==> config.mk <==
export PLATFORM = sky130hd
export DESIGN_NAME = sticky_failover_selector_flat
export DESIGN_NICKNAME = d
export VERILOG_FILES = /design/src/sfs_pkg.sv /design/src/sfs_req_if.sv /design/src/sfs_rsp_if.sv /design/src/sfs_ctrl.sv /design/src/sfs_datapath.sv /design/src/sticky_failover_selector.sv /design/src/flat_wrapper.sv
export VERILOG_INCLUDE_DIRS = /design/src /design/src/src
export SDC_FILE = /design/constraint.sdc
export NUM_CORES = 1
export LEC_CHECK = 0
export ABC_AREA = 1
export BUFFER_PORTS_ARGS = -buffer_cell sky130_fd_sc_hd__buf_2
export CAP_MARGIN = 20
export CORE_MARGIN = 8
export CORE_UTILIZATION = 50
export CTS_BUF_LIST = sky130_fd_sc_hd__clkbuf_8
export DETAILED_ROUTE_END_ITERATION = 16
export PLACE_DENSITY = 0.68
export SYNTH_ARGS = -nofsm -noshare
export SYNTH_HDL_FRONTEND = slang
export SYNTH_SLANG_ARGS = --single-unit
==> constraint.sdc <==
create_clock -name clk_i -period 4.9 [get_ports clk_i]
set_clock_uncertainty 0.05 [all_clocks]
set_input_delay 0.245 -clock clk_i [delete_from_list [all_inputs] [get_ports clk_i]]
set_output_delay 0.245 -clock clk_i [all_outputs]
set_load 0.005 [all_outputs]
==> src/sticky_failover_selector_defines.svh <==
// Assertion macros used by the selector top module.
`ifndef STICKY_FAILOVER_SELECTOR_DEFINES_SVH
`define STICKY_FAILOVER_SELECTOR_DEFINES_SVH

`ifndef SYNTHESIS
// Same-cycle implication, checked out of reset.
`define SFS_ASSERT_IMPL(name, clk, rst_n, ante, cons, msg) \
  name: assert property (@(posedge clk) disable iff (!rst_n) (ante) |-> (cons)) \
    else $error(msg);
// Next-cycle implication, checked out of reset.
`define SFS_ASSERT_NEXT(name, clk, rst_n, ante, cons, msg) \
  name: assert property (@(posedge clk) disable iff (!rst_n) (ante) |=> (cons)) \
    else $error(msg);
`else
`define SFS_ASSERT_IMPL(name, clk, rst_n, ante, cons, msg)
`define SFS_ASSERT_NEXT(name, clk, rst_n, ante, cons, msg)
`endif

`endif

==> src/sfs_pkg.sv <==
`default_nettype none

package sfs_pkg;

  // Fixed field widths of the request and response channels
  localparam int ModeW      = 2;
  localparam int IdFieldW   = 16;
  localparam int MaskW      = 16;
  localparam int StatusW    = 3;
  localparam int SlotFieldW = 4;

  // Parameter defaults
  localparam int MaxTargetsDef = 16;
  localparam int IdBitsDef     = 16;

  typedef enum logic [ModeW-1:0] {
    ModeAdd     = 2'd0,
    ModeRemove  = 2'd1,
    ModeResolve = 2'd2
  } mode_e;

  typedef enum logic [StatusW-1:0] {
    StChosen  = 3'd0,
    StNone    = 3'd1,
    StAdded   = 3'd2,
    StFull    = 3'd3,
    StRemoved = 3'd4,
    StIgnored = 3'd5
  } status_e;

  // Datapath operations issued by the controller
  typedef enum logic [3:0] {
    DpIdle,
    DpAppend,
    DpRemoveStart,
    DpScanStart,
    DpRead,
    DpNext,
    DpMark,
    DpReadNext,
    DpWrite,
    DpRemoveFix,
    DpScanHit,
    DpScanStep
  } dp_op_e;

  typedef struct packed {
    logic    capture;
    dp_op_e  op;
    logic    set_res;
    status_e res;
    logic    load_out;
  } cmd_t;

  typedef struct packed {
    mode_e mode;
    logic  id_zero;
    logic  full;
    logic  empty;
    logic  match;
    logic  last;
    logic  healthy;
    logic  scan_last;
  } sts_t;

endpackage

`default_nettype wire

==> src/sfs_req_if.sv <==
`default_nettype none

interface sfs_req_if;
  logic                          valid;
  logic                          ready;
  logic [sfs_pkg::ModeW-1:0]     mode;
  logic [sfs_pkg::IdFieldW-1:0]  target_id;
  logic [sfs_pkg::MaskW-1:0]     health_mask;

  modport source (output valid, output mode, output target_id, output health_mask,
                  input ready);
  modport sink (input valid, input mode, input target_id, input health_mask,
                output ready);
endinterface

`default_nettype wire

==> src/sfs_rsp_if.sv <==
`default_nettype none

interface sfs_rsp_if;
  logic                           valid;
  logic                           ready;
  logic [sfs_pkg::StatusW-1:0]    status;
  logic [sfs_pkg::IdFieldW-1:0]   chosen_id;
  logic [sfs_pkg::SlotFieldW-1:0] chosen_slot;

  modport source (output valid, output status, output chosen_id, output chosen_slot,
                  input ready);
  modport sink (input valid, input status, input chosen_id, input chosen_slot,
                output ready);
endinterface

`default_nettype wire

==> src/sfs_ctrl.sv <==
`default_nettype none

module sfs_ctrl (
  input  wire logic          clk_i,
  input  wire logic          rst_ni,
  input  wire logic          in_valid_i,
  output logic               in_ready_o,
  output logic               out_valid_o,
  input  wire logic          out_ready_i,
  input  wire sfs_pkg::sts_t sts_i,
  output sfs_pkg::cmd_t      cmd_o
);

  typedef enum logic [3:0] {
    SIdle,
    SDecode,
    SSrchRd,
    SSrchCmp,
    SShiftRd,
    SShiftWr,
    SScan,
    SFetch,
    SEmit
  } state_e;

  state_e state_q, state_d;
  logic   out_valid_q, out_valid_d;

  assign in_ready_o  = (state_q == SIdle);
  assign out_valid_o = out_valid_q;

  // Sequence one request through the datapath
  always_comb begin
    state_d         = state_q;
    cmd_o           = '0;
    cmd_o.op        = sfs_pkg::DpIdle;
    cmd_o.res       = sfs_pkg::StIgnored;
    out_valid_d     = out_valid_q && !out_ready_i;
    case (state_q)
      SIdle: begin
        if (in_valid_i) begin
          cmd_o.capture = 1'b1;
          state_d       = SDecode;
        end
      end
      SDecode: begin
        case (sts_i.mode)
          sfs_pkg::ModeAdd: begin
            cmd_o.set_res = 1'b1;
            if (sts_i.id_zero) begin
              cmd_o.res = sfs_pkg::StIgnored;
            end else if (sts_i.full) begin
              cmd_o.res = sfs_pkg::StFull;
            end else begin
              cmd_o.op  = sfs_pkg::DpAppend;
              cmd_o.res = sfs_pkg::StAdded;
            end
            state_d = SEmit;
          end
          sfs_pkg::ModeRemove: begin
            if (sts_i.id_zero || sts_i.empty) begin
              cmd_o.set_res = 1'b1;
              cmd_o.res     = sfs_pkg::StIgnored;
              state_d       = SEmit;
            end else begin
              cmd_o.op = sfs_pkg::DpRemoveStart;
              state_d  = SSrchRd;
            end
          end
          sfs_pkg::ModeResolve: begin
            if (sts_i.empty) begin
              cmd_o.set_res = 1'b1;
              cmd_o.res     = sfs_pkg::StNone;
              state_d       = SEmit;
            end else begin
              cmd_o.op = sfs_pkg::DpScanStart;
              state_d  = SScan;
            end
          end
          default: begin
            cmd_o.set_res = 1'b1;
            cmd_o.res     = sfs_pkg::StIgnored;
            state_d       = SEmit;
          end
        endcase
      end
      SSrchRd: begin
        cmd_o.op = sfs_pkg::DpRead;
        state_d  = SSrchCmp;
      end
      SSrchCmp: begin
        if (sts_i.match) begin
          cmd_o.op = sfs_pkg::DpMark;
          state_d  = SShiftRd;
        end else if (sts_i.last) begin
          cmd_o.set_res = 1'b1;
          cmd_o.res     = sfs_pkg::StIgnored;
          state_d       = SEmit;
        end else begin
          cmd_o.op = sfs_pkg::DpNext;
          state_d  = SSrchRd;
        end
      end
      SShiftRd: begin
        // Close the gap one slot at a time, then shrink the list
        if (sts_i.last) begin
          cmd_o.op      = sfs_pkg::DpRemoveFix;
          cmd_o.set_res = 1'b1;
          cmd_o.res     = sfs_pkg::StRemoved;
          state_d       = SEmit;
        end else begin
          cmd_o.op = sfs_pkg::DpReadNext;
          state_d  = SShiftWr;
        end
      end
      SShiftWr: begin
        cmd_o.op = sfs_pkg::DpWrite;
        state_d  = SShiftRd;
      end
      SScan: begin
        if (sts_i.healthy) begin
          cmd_o.op = sfs_pkg::DpScanHit;
          state_d  = SFetch;
        end else if (sts_i.scan_last) begin
          cmd_o.set_res = 1'b1;
          cmd_o.res     = sfs_pkg::StNone;
          state_d       = SEmit;
        end else begin
          cmd_o.op = sfs_pkg::DpScanStep;
        end
      end
      SFetch: begin
        cmd_o.set_res = 1'b1;
        cmd_o.res     = sfs_pkg::StChosen;
        state_d       = SEmit;
      end
      SEmit: begin
        // Hold until the output register is free
        if (!out_valid_q || out_ready_i) begin
          cmd_o.load_out = 1'b1;
          out_valid_d    = 1'b1;
          state_d        = SIdle;
        end
      end
      default: begin
        state_d = SIdle;
      end
    endcase
  end

  always_ff @(posedge clk_i or negedge rst_ni) begin
    if (!rst_ni) begin
      state_q     <= SIdle;
      out_valid_q <= 1'b0;
    end else begin
      state_q     <= state_d;
      out_valid_q <= out_valid_d;
    end
  end

endmodule

`default_nettype wire

==> src/sfs_datapath.sv <==
`default_nettype none

module sfs_datapath #(
  parameter int MAX_TARGETS = sfs_pkg::MaxTargetsDef,
  parameter int ID_BITS     = sfs_pkg::IdBitsDef
) (
  input  wire logic                             clk_i,
  input  wire logic                             rst_ni,
  input  wire sfs_pkg::cmd_t                    cmd_i,
  output sfs_pkg::sts_t                         sts_o,
  input  wire logic [sfs_pkg::ModeW-1:0]        mode_i,
  input  wire logic [sfs_pkg::IdFieldW-1:0]     target_id_i,
  input  wire logic [sfs_pkg::MaskW-1:0]        health_mask_i,
  output sfs_pkg::status_e                      status_o,
  output logic [sfs_pkg::IdFieldW-1:0]          chosen_id_o,
  output logic [sfs_pkg::SlotFieldW-1:0]        chosen_slot_o
);

  localparam int IdxW = $clog2(MAX_TARGETS);
  localparam int CntW = $clog2(MAX_TARGETS + 1);
  localparam int IdW  = (ID_BITS < sfs_pkg::IdFieldW) ? ID_BITS : sfs_pkg::IdFieldW;
  localparam int PosW = (IdxW > sfs_pkg::SlotFieldW) ? IdxW : sfs_pkg::SlotFieldW;
  localparam logic [CntW-1:0] MaxCnt = CntW'(MAX_TARGETS);

  // Target list storage
  logic [IdW-1:0] mem_q [MAX_TARGETS];
  logic [IdW-1:0] rdata_q;

  logic [sfs_pkg::ModeW-1:0] mode_q;
  logic [IdW-1:0]            id_q;
  logic [sfs_pkg::MaskW-1:0] mask_q;

  logic [CntW-1:0] count_q, count_d, steps_q, count_dec, ptr_inc;
  logic [IdxW-1:0] cur_q, cur_d, ptr_q, pos_q, cur_norm, cur_dec;
  logic [PosW-1:0] ptr_ext, cur_ext;

  logic            wr_en, rd_en;
  logic [IdxW-1:0] wr_addr, rd_addr;
  logic [IdW-1:0]  wr_data;

  sfs_pkg::status_e                res_status_q, out_status_q;
  logic [sfs_pkg::IdFieldW-1:0]    res_id_q, out_id_q;
  logic [sfs_pkg::SlotFieldW-1:0]  res_slot_q, out_slot_q;

  assign ptr_inc   = CntW'(ptr_q) + CntW'(1);
  assign ptr_ext   = PosW'(ptr_q);
  assign cur_ext   = PosW'(cur_q);
  assign count_dec = count_q - CntW'(1);
  assign cur_norm  = (CntW'(cur_q) >= count_q) ? '0 : cur_q;
  assign cur_dec   = (pos_q < cur_q) ? cur_q - IdxW'(1) : cur_q;

  // Status toward the controller
  always_comb begin
    sts_o.mode      = sfs_pkg::mode_e'(mode_q);
    sts_o.id_zero   = (id_q == '0);
    sts_o.full      = (count_q == MaxCnt);
    sts_o.empty     = (count_q == '0);
    sts_o.match     = (rdata_q == id_q);
    sts_o.last      = (ptr_inc >= count_q);
    // slots beyond the mask width count as unhealthy
    sts_o.healthy   = ((ptr_ext >> sfs_pkg::SlotFieldW) == '0) &&
                      mask_q[ptr_ext[sfs_pkg::SlotFieldW-1:0]];
    sts_o.scan_last = ((steps_q + CntW'(1)) >= count_q);
  end

  // Memory port and list state updates
  always_comb begin
    count_d = count_q;
    cur_d   = cur_q;
    wr_en   = 1'b0;
    wr_addr = ptr_q;
    wr_data = rdata_q;
    rd_en   = 1'b0;
    rd_addr = ptr_q;
    case (cmd_i.op)
      sfs_pkg::DpAppend: begin
        wr_en   = 1'b1;
        wr_addr = count_q[IdxW-1:0];
        wr_data = id_q;
        count_d = count_q + CntW'(1);
      end
      sfs_pkg::DpScanStart: begin
        cur_d = cur_norm;
      end
      sfs_pkg::DpRead: begin
        rd_en = 1'b1;
      end
      sfs_pkg::DpReadNext: begin
        rd_en   = 1'b1;
        rd_addr = ptr_inc[IdxW-1:0];
      end
      sfs_pkg::DpWrite: begin
        wr_en = 1'b1;
      end
      sfs_pkg::DpRemoveFix: begin
        count_d = count_dec;
        // wrap the sticky slot when it falls off the end
        cur_d   = (CntW'(cur_dec) >= count_dec) ? '0 : cur_dec;
      end
      sfs_pkg::DpScanHit: begin
        cur_d = ptr_q;
        rd_en = 1'b1;
      end
      default: ;
    endcase
  end

  always_ff @(posedge clk_i or negedge rst_ni) begin
    if (!rst_ni) begin
      count_q <= '0;
      cur_q   <= '0;
    end else begin
      count_q <= count_d;
      cur_q   <= cur_d;
    end
  end

  // Request capture, walk pointer, memory and result payload
  always_ff @(posedge clk_i) begin
    if (cmd_i.capture) begin
      mode_q <= mode_i;
      id_q   <= target_id_i[IdW-1:0];
      mask_q <= health_mask_i;
    end
    case (cmd_i.op)
      sfs_pkg::DpRemoveStart: ptr_q <= '0;
      sfs_pkg::DpScanStart: begin
        ptr_q   <= cur_norm;
        steps_q <= '0;
      end
      sfs_pkg::DpNext:  ptr_q <= ptr_inc[IdxW-1:0];
      sfs_pkg::DpMark:  pos_q <= ptr_q;
      sfs_pkg::DpWrite: ptr_q <= ptr_inc[IdxW-1:0];
      sfs_pkg::DpScanStep: begin
        steps_q <= steps_q + CntW'(1);
        ptr_q   <= sts_o.last ? '0 : ptr_inc[IdxW-1:0];
      end
      default: ;
    endcase
    if (wr_en) begin
      mem_q[wr_addr] <= wr_data;
    end
    if (rd_en) begin
      rdata_q <= mem_q[rd_addr];
    end
    if (cmd_i.set_res) begin
      res_status_q <= cmd_i.res;
      if (cmd_i.res == sfs_pkg::StChosen) begin
        res_id_q   <= sfs_pkg::IdFieldW'(rdata_q);
        res_slot_q <= cur_ext[sfs_pkg::SlotFieldW-1:0];
      end else begin
        res_id_q   <= '0;
        res_slot_q <= '0;
      end
    end
    if (cmd_i.load_out) begin
      out_status_q <= res_status_q;
      out_id_q     <= res_id_q;
      out_slot_q   <= res_slot_q;
    end
  end

  assign status_o      = out_status_q;
  assign chosen_id_o   = out_id_q;
  assign chosen_slot_o = out_slot_q;

endmodule

`default_nettype wire

==> src/sticky_failover_selector.sv <==
// Channel   Dir  Handshake     Payload
// req_i     in   valid/ready   mode, target_id, health_mask
// rsp_o     out  valid/ready   status, chosen_id, chosen_slot
//
// One request at a time; N is the current list length.
// Add, and a request rejected at decode: settled in the decode step, then emitted.
// Resolve: one slot tested per cycle, plus one read of the list.
// Remove: a read and a compare per slot searched, then a read and a write per slot shifted.
// Reset clears the list length and the sticky slot; list entries start undefined.
// A held response stalls only the final step; the next request is taken meanwhile.
`default_nettype none
`include "sticky_failover_selector_defines.svh"

module sticky_failover_selector #(
  parameter int MAX_TARGETS = sfs_pkg::MaxTargetsDef,
  parameter int ID_BITS     = sfs_pkg::IdBitsDef
) (
  input wire logic   clk_i,
  input wire logic   rst_ni,
  sfs_req_if.sink    req_i,
  sfs_rsp_if.source  rsp_o
);

  sfs_pkg::cmd_t    cmd;
  sfs_pkg::sts_t    sts;
  sfs_pkg::status_e status;

  sfs_ctrl u_ctrl (
    .clk_i       (clk_i),
    .rst_ni      (rst_ni),
    .in_valid_i  (req_i.valid),
    .in_ready_o  (req_i.ready),
    .out_valid_o (rsp_o.valid),
    .out_ready_i (rsp_o.ready),
    .sts_i       (sts),
    .cmd_o       (cmd)
  );

  sfs_datapath #(
    .MAX_TARGETS (MAX_TARGETS),
    .ID_BITS     (ID_BITS)
  ) u_datapath (
    .clk_i         (clk_i),
    .rst_ni        (rst_ni),
    .cmd_i         (cmd),
    .sts_o         (sts),
    .mode_i        (req_i.mode),
    .target_id_i   (req_i.target_id),
    .health_mask_i (req_i.health_mask),
    .status_o      (status),
    .chosen_id_o   (rsp_o.chosen_id),
    .chosen_slot_o (rsp_o.chosen_slot)
  );

  assign rsp_o.status = status;

  // One request in flight: no second acceptance right after one
  `SFS_ASSERT_NEXT(a_one_in_flight, clk_i, rst_ni, req_i.valid && req_i.ready, !req_i.ready, "request accepted while busy")
  // Never overwrite a response that is still waiting
  `SFS_ASSERT_IMPL(a_load_free, clk_i, rst_ni, cmd.load_out, !rsp_o.valid || rsp_o.ready, "response overwritten")
  // Append only with room and a nonzero ID
  `SFS_ASSERT_IMPL(a_append_ok, clk_i, rst_ni, cmd.op == sfs_pkg::DpAppend, !sts.full && !sts.id_zero, "bad append")

endmodule

`default_nettype wire

==> src/flat_wrapper.sv <==
// flat-port wrapper written by rule: the top's interface ports become plain ports
module sticky_failover_selector_flat 
#(
  parameter int MAX_TARGETS = sfs_pkg::MaxTargetsDef,
  parameter int ID_BITS     = sfs_pkg::IdBitsDef
)
  (clk_i, rst_ni, req_i_valid, req_i_mode, req_i_target_id, req_i_health_mask, req_i_ready, rsp_o_valid, rsp_o_status, rsp_o_chosen_id, rsp_o_chosen_slot, rsp_o_ready);
  sfs_req_if req_i_i ();
  sfs_rsp_if rsp_o_i ();
  input wire logic clk_i;
  input wire logic rst_ni;
  input wire logic [$bits(req_i_i.valid)-1:0] req_i_valid;
  input wire logic [$bits(req_i_i.mode)-1:0] req_i_mode;
  input wire logic [$bits(req_i_i.target_id)-1:0] req_i_target_id;
  input wire logic [$bits(req_i_i.health_mask)-1:0] req_i_health_mask;
  output wire logic [$bits(req_i_i.ready)-1:0] req_i_ready;
  output wire logic [$bits(rsp_o_i.valid)-1:0] rsp_o_valid;
  output wire logic [$bits(rsp_o_i.status)-1:0] rsp_o_status;
  output wire logic [$bits(rsp_o_i.chosen_id)-1:0] rsp_o_chosen_id;
  output wire logic [$bits(rsp_o_i.chosen_slot)-1:0] rsp_o_chosen_slot;
  input wire logic [$bits(rsp_o_i.ready)-1:0] rsp_o_ready;
  assign req_i_i.valid = req_i_valid;
  assign req_i_i.mode = req_i_mode;
  assign req_i_i.target_id = req_i_target_id;
  assign req_i_i.health_mask = req_i_health_mask;
  assign req_i_ready = req_i_i.ready;
  assign rsp_o_valid = rsp_o_i.valid;
  assign rsp_o_status = rsp_o_i.status;
  assign rsp_o_chosen_id = rsp_o_i.chosen_id;
  assign rsp_o_chosen_slot = rsp_o_i.chosen_slot;
  assign rsp_o_i.ready = rsp_o_ready;
  sticky_failover_selector #(.MAX_TARGETS(MAX_TARGETS), .ID_BITS(ID_BITS)) u_core (.clk_i(clk_i), .rst_ni(rst_ni), .req_i(req_i_i), .rsp_o(rsp_o_i));
endmodule
==> out/summary.md, run 1 <==
The run finished with clean final reports. Dividing the final minimum period by the clock period gives 88.8%. Setup violations remaining at the end of the flow were counted as 0. The tools report the initial detailed-routing violation count as 1,308.

TritonCTS built the clock tree. The sequential cell area fraction in the yosys report was 67.4%; the sink count of the clock tree was 379. For this run, the share of the core covered by cells in the final layout is 57.9%.

Synthesis produced 1,450 cells. After floorplanning, the core was sized to cover 33,300 um^2. The number of gates resized after CTS was 0. Across every metal layer, demand over resource in global routing totals 21.6%.

In the layout the commonest cells are 365 x edfxtp_1, 259 x nand2_1, 183 x inv_1, 132 x o211ai_1, 123 x nor2_1. The tools report the number of levels the H-tree was split into as 2. The worst setup path is launched from a flip-flop. In the final design database the tool counted 1,663 nets. The die is 199 um tall. For the first-pass GRT wire length, the log shows 64,800 um.

The cell family contributing the most delay on the critical path is simple AND/OR/NAND/NOR gates. Fill cells in the final layout number 2,700. Final hold analysis gives a worst-case slack of 0.238 ns.

The count of final hold-check violations was 0; the critical path's largest stage delay was 0.77 ns. Setup repair after global routing left no endpoint under its margin. Across the run, the number of max-cap violations was 0. Counting flops and latches in the post-synthesis netlist gives 379. Synthesis produced a netlist with a net count of 1,518.

In this run the remaining antenna-violating nets after routing total 0. The leakage power was 7.45 nW; the final HPWL from detailed placement was 27,800 um. Final-report max-slew violation count: 0. The die is 199 um wide. The logs give 38 for the hold buffer count at cts and 0 for the antenna diode count.

Global routing finished with a remaining overflow of 0. The distinct cell type count of the synthesized netlist is 44, and the pin count of the biggest net entering global routing is 74. For the final critical-path setup slack, the log shows 0.550 ns. Share of final-layout standard cells stronger than drive strength 1: 14.6%.

Across the VDD grid, the largest voltage drop is 0.289 mV. The design draws 12.2 mW. The class of the tightest hold or removal check is input port to flip-flop.

Layout-stage area growth over the synthesis result: 14.9%. The worst setup path is of the flip-flop to flip-flop kind. The worst endpoint data arrival time is 4.56 ns. The vias per cell was 5.55. The number of I/O pins was 63; the initial cell density of the core was 50.4%.

After clock tree synthesis, the clock-pin slew on the worst setup and hold paths is 0.06 ns. Input and output buffers added on the ports amount to 62. The CTS buffer count is 60, and the count of unresolved DRC violations after routing is 0. After detailed routing, the average wire length per cell comes to 20.3 um. During synthesis, Yosys emitted a total of 0 warnings. The highest net fanout along the worst path is 16, and the relative slew slack is 34.5%. Total iterations of the first detailed-routing run: 6. The logs give 2,087 for the post-layout instance count excluding filler cells and 17,700 um^2 for the cell area after placement.

For the final routed database, the setup TNS stands at 0 ns. For this design the ratio of total power to cell area is 635 nW/um^2. The floorplan step defined a die boundary enclosing 39,700 um^2. The sum of buffers and inverters on the critical path is 2, and the via count of the routed design is 11,593. At the end of routability-driven placement, the weighted congestion stood at 0.987.

The post-CTS setup buffer count came out at 0. Timing would allow up to 230 MHz. The cell total after placement is 1,941.

The slowest stage of the critical path belongs to the cell nor2_2. The later-pin clock latency in the skew report came out at 0.67 ns. The post-synthesis cell area is 16,800 um^2.

For the worst path required time, the log shows 5.11 ns. The library cell appearing most often on the critical path was nand2_1. Averaged over all synthesized cells, the footprint is 11.6 um^2.

Walking the worst path, the cells encountered are ha_1, xor2_1, ha_1, nand2_1, inv_1, o21ai_1, nand3_2, inv_1, nand2_1, nand3_1, nor2_2, nand3_4, nand2_1, nand3_2, nor2_2. The library cell used most frequently in the layout, excluding fill and tap cells, is edfxtp_1. The run gives 0 as the initial antenna violation count. Setup slack after placement: 0.612 ns. Subtracting the final worst setup slack from the clock period gives 4.35 ns. The clock passes through at most 3 buffers.

The post-detailed-routing wire length was 42,300 um; the measured slew at the worst slew-check pin was 0.982 ns. The finished layout cell area came out at 19,300 um^2. The library cell used as clock root buffer is clkbuf_8. In this run the core area contains 67 standard-cell rows. The capturing element type of the critical path is a flip-flop. Number of global-route vias before repair: 11,233.
## path summary, 6_finish.rpt
kind / slack [ns] / cells after the start / start / to
max reg2reg: 0.55 / 15 / u_core.u_datapath.ptr_ext[1] / u_core.u_datapath.mem_q[8][10]
min in group asynchronous: 0.68 / 3 / rst_ni / u_core.u_datapath.cur_ext[2]
min reg2reg: 0.37 / 0 / u_core.u_datapath.res_id_q[13] / u_core.u_datapath.chosen_id_o[13]
min: 0.24 / 2 / req_i_target_id[11] / u_core.u_datapath.id_q[11]
max in group asynchronous: 3.66 / 3 / rst_ni / u_core.u_datapath.count_q[3]
max: 0.55 / 15 / u_core.u_datapath.ptr_ext[1] / u_core.u_datapath.mem_q[8][10]
## flip-flops by register name (all words and copies together), names as in the netlist
| signal | flops |
|---|---|
| u_core.u_datapath.mem_q | 256 |
| u_core.u_datapath.mode_q | 2 |
| u_core.u_datapath.rdata_q | 16 |
| u_core.u_datapath.chosen_slot_o | 4 |
| u_core.u_datapath.res_status_q | 3 |
| u_core.u_datapath.ptr_ext | 4 |
| u_core.u_datapath.id_q | 16 |
| u_core.u_datapath.steps_q | 5 |
| u_core.u_ctrl.out_valid_o | 1 |
| u_core.u_ctrl.state_q | 4 |
| u_core.u_datapath.cur_ext | 4 |
| u_core.u_datapath.status_o | 3 |
| u_core.u_datapath.chosen_id_o | 16 |
| u_core.u_datapath.res_slot_q | 4 |
| u_core.u_datapath.res_id_q | 16 |
| u_core.u_datapath.pos_q | 4 |
| u_core.u_datapath.count_q | 5 |
| u_core.u_datapath.mask_q | 16 |
## where the power goes
part	switching (mW)	total [mW]	internal (mW)	leakage [nW]
Sequential	0.215	4.85	4.64	3.51
Combinational	3.54	4.82	1.27	3.29
Clock	1.23	2.56	1.33	0.657
## worst register-to-register path, delay by kind of cell, from the launching register on
| kind | cells | cell delay [ns] |
|---|---|---|
| and+or+nand+nor | 9 | 2.39 |
| adders and majority gates | 2 | 0.60 |
| DFF | 1 | 0.54 |
| buffers and inverters | 2 | 0.16 |
| xor gates and xnor gates | 1 | 0.18 |
| AOI/OAI and AO/OA | 1 | 0.06 |
## area by class of cell
cell class                      count  area (um^2)  share of cell area (%)
Multi-Input combinational cell    834         4560                    23.6
Sequential cell                   379        11300                    58.7
Timing Repair Buffer              145         1070                    5.54
Clock buffer                       62          853                    4.42
Tap cell                          448          561                    2.91
Clock inverter                     44          279                    1.45
Inverter                          175          657                    3.41
## cell usage after synthesis
library cell | number | area [um^2]
o21ai_2 | 1 | 8.76
clkinv_1 | 1 | 3.75
buf_2 | 23 | 115
nor3_2 | 1 | 10.0
o31ai_1 | 1 | 7.51
nor2_4 | 3 | 33.8
dfrtp_1 | 14 | 350
a21boi_0 | 3 | 22.5
o2111ai_1 | 1 | 8.76
a211oi_1 | 1 | 7.51
a21oi_1 | 14 | 70.1
a31oi_1 | 4 | 25.0
nand2_8 | 1 | 20.0
buf_4 | 4 | 30.0
nor3_4 | 1 | 16.3
edfxtp_1 | 365 | 11000
buf_1 | 4 | 15.0
nand2_4 | 4 | 45.0
nand3_4 | 1 | 17.5
nor3b_1 | 1 | 7.51
clkbuf_1 | 23 | 86.3
o21ai_0 | 79 | 395
a211o_1 | 1 | 8.76
nand4_1 | 14 | 87.6
or2_2 | 1 | 6.26
nand2_1 | 260 | 976
o21ai_1 | 24 | 120
nor2_2 | 7 | 43.8
xnor2_1 | 2 | 17.5
nand3_2 | 6 | 60.1
or2_1 | 1 | 6.26
xor2_1 | 11 | 96.3
ha_1 | 30 | 375
buf_6 | 7 | 78.8
inv_2 | 11 | 41.3
inv_1 | 163 | 612
o21a_1 | 3 | 22.5
nor3_1 | 25 | 125
nand2_2 | 4 | 25.0
nor2_1 | 134 | 503
o211ai_1 | 132 | 991
nand3_1 | 62 | 310
o311ai_0 | 1 | 8.76
clkbuf_2 | 1 | 5.00
## kinds of logic (layout without fill, tap and decap cells)
kind of cell,after synthesis,after routing,synth area share [%]
and+or+nand+nor,526,526,13.7
DFF,379,379,67.4
AOI/OAI and AO/OA,265,265,10.1
buffers and inverters,237,426,5.88
adders and majority gates,30,30,2.24
xor gates and xnor gates,13,13,0.679
## routing by layer
layer  vias up  share of wire, %  GRT usage [%]
met2       549                45           33.3
met1      5518                42           29.1
met5         -                 0              0
li1       5415                 -              -
met3       111               9.4           5.17
met4         0               3.7           9.50
(Power assumes the default switching activity.)
==> run 2, diff against run 1 <==
- BUFFER_PORTS_ARGS: -buffer_cell sky130_fd_sc_hd__buf_2 -> not set
- CAP_MARGIN: 20 -> 5
- DONT_BUFFER_PORTS: not set -> 1
- PLACE_DENSITY: 0.68 -> 0.64
- clock period: 4.9 -> 4.65 ns (I/O delays scaled with it)
==> out/summary.md, run 2 (synthesis gave the netlist of run 1 again) <==
The share of final-layout standard cells stronger than drive strength 1 was 11.2% (-3.5 points); the met2 layer wire length in the routed design was 20,300 um (+6.2%). The tools report the count of unresolved DRC violations after routing as 0 (unchanged). The routed length per instance works out to 21.0 um (+3.7%). Worst endpoint data arrival time: 4.33 ns (-0.23 ns). The class of the tightest hold or removal check was input port to async pin. For the final-report max-slew violation count, the log shows 0 (unchanged). The net total in the final layout was 1,602 (-3.7%); the initial detailed-routing violation count was 1,182 (-9.6%). Setup repair after global routing left no endpoint under its margin. Total iterations of the first detailed-routing run: 5 (-1). The final HPWL from detailed placement was 27,600 um (-0.44%); the sum of overflow across all layers after global routing was 0 (unchanged).

The logs give 2 (unchanged) for the number of levels the H-tree was split into and 39,700 um^2 (unchanged) for the total die area. The run finished with clean final reports. The flip-flop count of the largest register after layout was 256 (unchanged); the vias per cell was 5.53 (-0.48%).

The highest net fanout along the worst path was 16 (unchanged). The logs give 0 (unchanged) for the count of antenna-violating nets left after detailed routing and 0.67 ns (about the same) for the later-pin clock latency in the skew report. The clock period minus worst slack is 4.05 ns (-0.301 ns). The horizontal die dimension was 199 um (unchanged); the initial antenna violation count was 0 (unchanged).

The logs give 1,882 (-3.0%) for the cell total after placement and 7.19 nW (-3.5%) for the leakage power. Most frequent standard cell in the layout excluding fill and tap cells: edfxtp_1. The share of the core filled with cells came out at 57.0% (-0.98 points).

The top register by number of flip-flops was u_core.u_datapath.mem_q. The measured slew at the worst slew-check pin came out at 1.19 ns (+0.207 ns). For the antenna diode count, the log shows 0 (unchanged). Leaving out fill and tap cells, the most frequent cells in the layout are 365 x edfxtp_1, 259 x nand2_1, 181 x inv_1, 132 x o211ai_1, 122 x nor2_1. STA classifies the critical path startpoint as a flip-flop.

The first-pass GRT wire length is 65,300 um (+0.78%), and the detailed-routing wirelength on met1 is 17,400 um (-1.1%). The pin count of the biggest net entering global routing was 97 (+31%); the worst path required time was 4.93 ns (-0.18 ns). The weighted congestion reported at the end of routability-driven placement is 0.915 (-7.3%), and the total routing resource utilization after global routing is 21.9% (+0.26 points).

The tools report the CTS buffer count as 61 (+1.7%). The post-route clock period utilization is 87.1% (-1.7 points). The core box area is 33,300 um^2 (unchanged).

The final setup violation count came out at 0 (unchanged). STA classifies the critical path endpoint as a flip-flop. The logs give 2,773 (+2.7%) for the filler cell count in the final layout and 0 (unchanged) for the count of final hold-check violations. Routed signal wires occupy layers up through met4. Clock transition at the registers of the reported paths: 0.06 ns (about the same).

The tools report the number of placement rows as 67 (unchanged). The via count of the routed design is 11,183 (-3.5%). Relative to the synthesized area, the layout overhead comes to 13.0%.

The post-layout instance count excluding filler cells is 2,023 (-3.1%). The highest ir drop seen on vdd is 0.365 mV (+26%), and the power density over the cells is 675 nW/um^2 (+6.4%). TritonCTS built the clock tree. The finished layout cell area came out at 19,000 um^2 (-1.7%). The tools report the final total negative setup slack as 0 ns (unchanged). For the number of buffers on the longest clock path, the log shows 3 (unchanged). The run gives 17,500 um^2 (-1.5%) as the cell area after placement.

The count of buffers from port buffering works out to 0 (-100%). The tools report the relative slew slack as 20.7% (-14 points). The kind of critical path is flip-flop to flip-flop. The number of global-route vias before repair was 11,042 (-1.7%). The tools report the max-capacitance violation count as 0 (unchanged). The cell sitting at the root of the clock tree is a clkbuf_8. For the peak clock frequency supported by timing, the log shows 247 MHz (+7.4%). The logs give 63 (unchanged) for the number of I/O pins and 2990 um (-25%) for the wire length on met3. The post-detailed-routing wire length is 42,500 um (+0.47%).

The die boundary height came out at 199 um (unchanged). The sink count of the clock tree is 379 (unchanged). The initial cell density of the core is 50.4% (unchanged), and the tightest hold margin is 0.0274 ns (-0.210 ns).
==> run 2: changes by cell type in the layout (fill, tap and decap cells not counted), sizes merged <==
cell,delta
buf,-61
clkbuf,-1
clkinv,-1
dlygate4sd3,-1
==> run 2: cell type report <==
| type | instances | area [um^2] | share of cell area [%] |
|---|---|---|---|
| Sequential cell | 379 | 11300 | 59.7 |
| Tap cell | 448 | 561 | 2.96 |
| Clock buffer | 61 | 840 | 4.43 |
| Inverter | 175 | 657 | 3.46 |
| Multi-Input combinational cell | 834 | 4560 | 24.0 |
| Clock inverter | 43 | 268 | 1.41 |
| Timing Repair Buffer | 83 | 766 | 4.04 |
==> run 2: routing by layer <==
layer  track usage, %  vias up
met5                0        -
met1             27.6     5360
met3             4.55      107
met4             10.3        0
met2             35.9      435
li1                 -     5281
==> run 2: worst paths after layout <==
path / startpoint / endpoint / slack [ns] / cells past startpoint
max in group asynchronous: rst_ni / u_core.u_datapath.cur_ext[2] / 4.07 / 1
min in group clk_i: req_i_target_id[6] / u_core.u_datapath.id_q[6] / 0.16 / 1
hold reg to reg: u_core.u_datapath.res_slot_q[1] / u_core.u_datapath.chosen_slot_o[1] / 0.37 / 0
setup / recovery: u_core.u_datapath.ptr_ext[1] / u_core.u_datapath.mem_q[7][6] / 0.60 / 16
hold / removal: rst_ni / u_core.u_datapath.count_q[3] / 0.03 / 1
setup reg to reg: u_core.u_datapath.ptr_ext[1] / u_core.u_datapath.mem_q[7][6] / 0.60 / 16
==> run 2: timing repair <==
item                                   CTS  global route
gates resized for setup                  0             0
endpoints found under the hold margin   51             0
hold buffers                            37             0
setup buffers                            0             0
==> run 2: worst max-delay path, cell delays in order (launching register included) <==
cell	delay [ns]
edfxtp_1	0.53
ha_1	0.27
xor2_1	0.18
ha_1	0.32
nand2_1	0.05
inv_1	0.04
o21ai_1	0.06
nand3_2	0.14
inv_1	0.11
nand2_1	0.18
nand3_1	0.14
nor2_2	0.44
nand3_4	0.27
nand2_1	0.32
nand3_2	0.21
nor2_2	0.12
buf_4	0.28
==> run 2: per-stage QoR <==
stage               setup slack, ns  total power, mW
global route                  0.399             13.5
CTS                           0.649             12.9
finish                        0.601             12.8
floorplan                     0.682             8.28
detailed placement            0.687             10.1
global placement              0.807             10.1
==> run 2: where the power goes <==
group	leakage, nW	switching (mW)	internal [mW]
Clock	0.632	1.30	1.38
Sequential	3.51	0.264	4.90
Combinational	3.05	3.66	1.30
Total	7.19	5.23	7.58
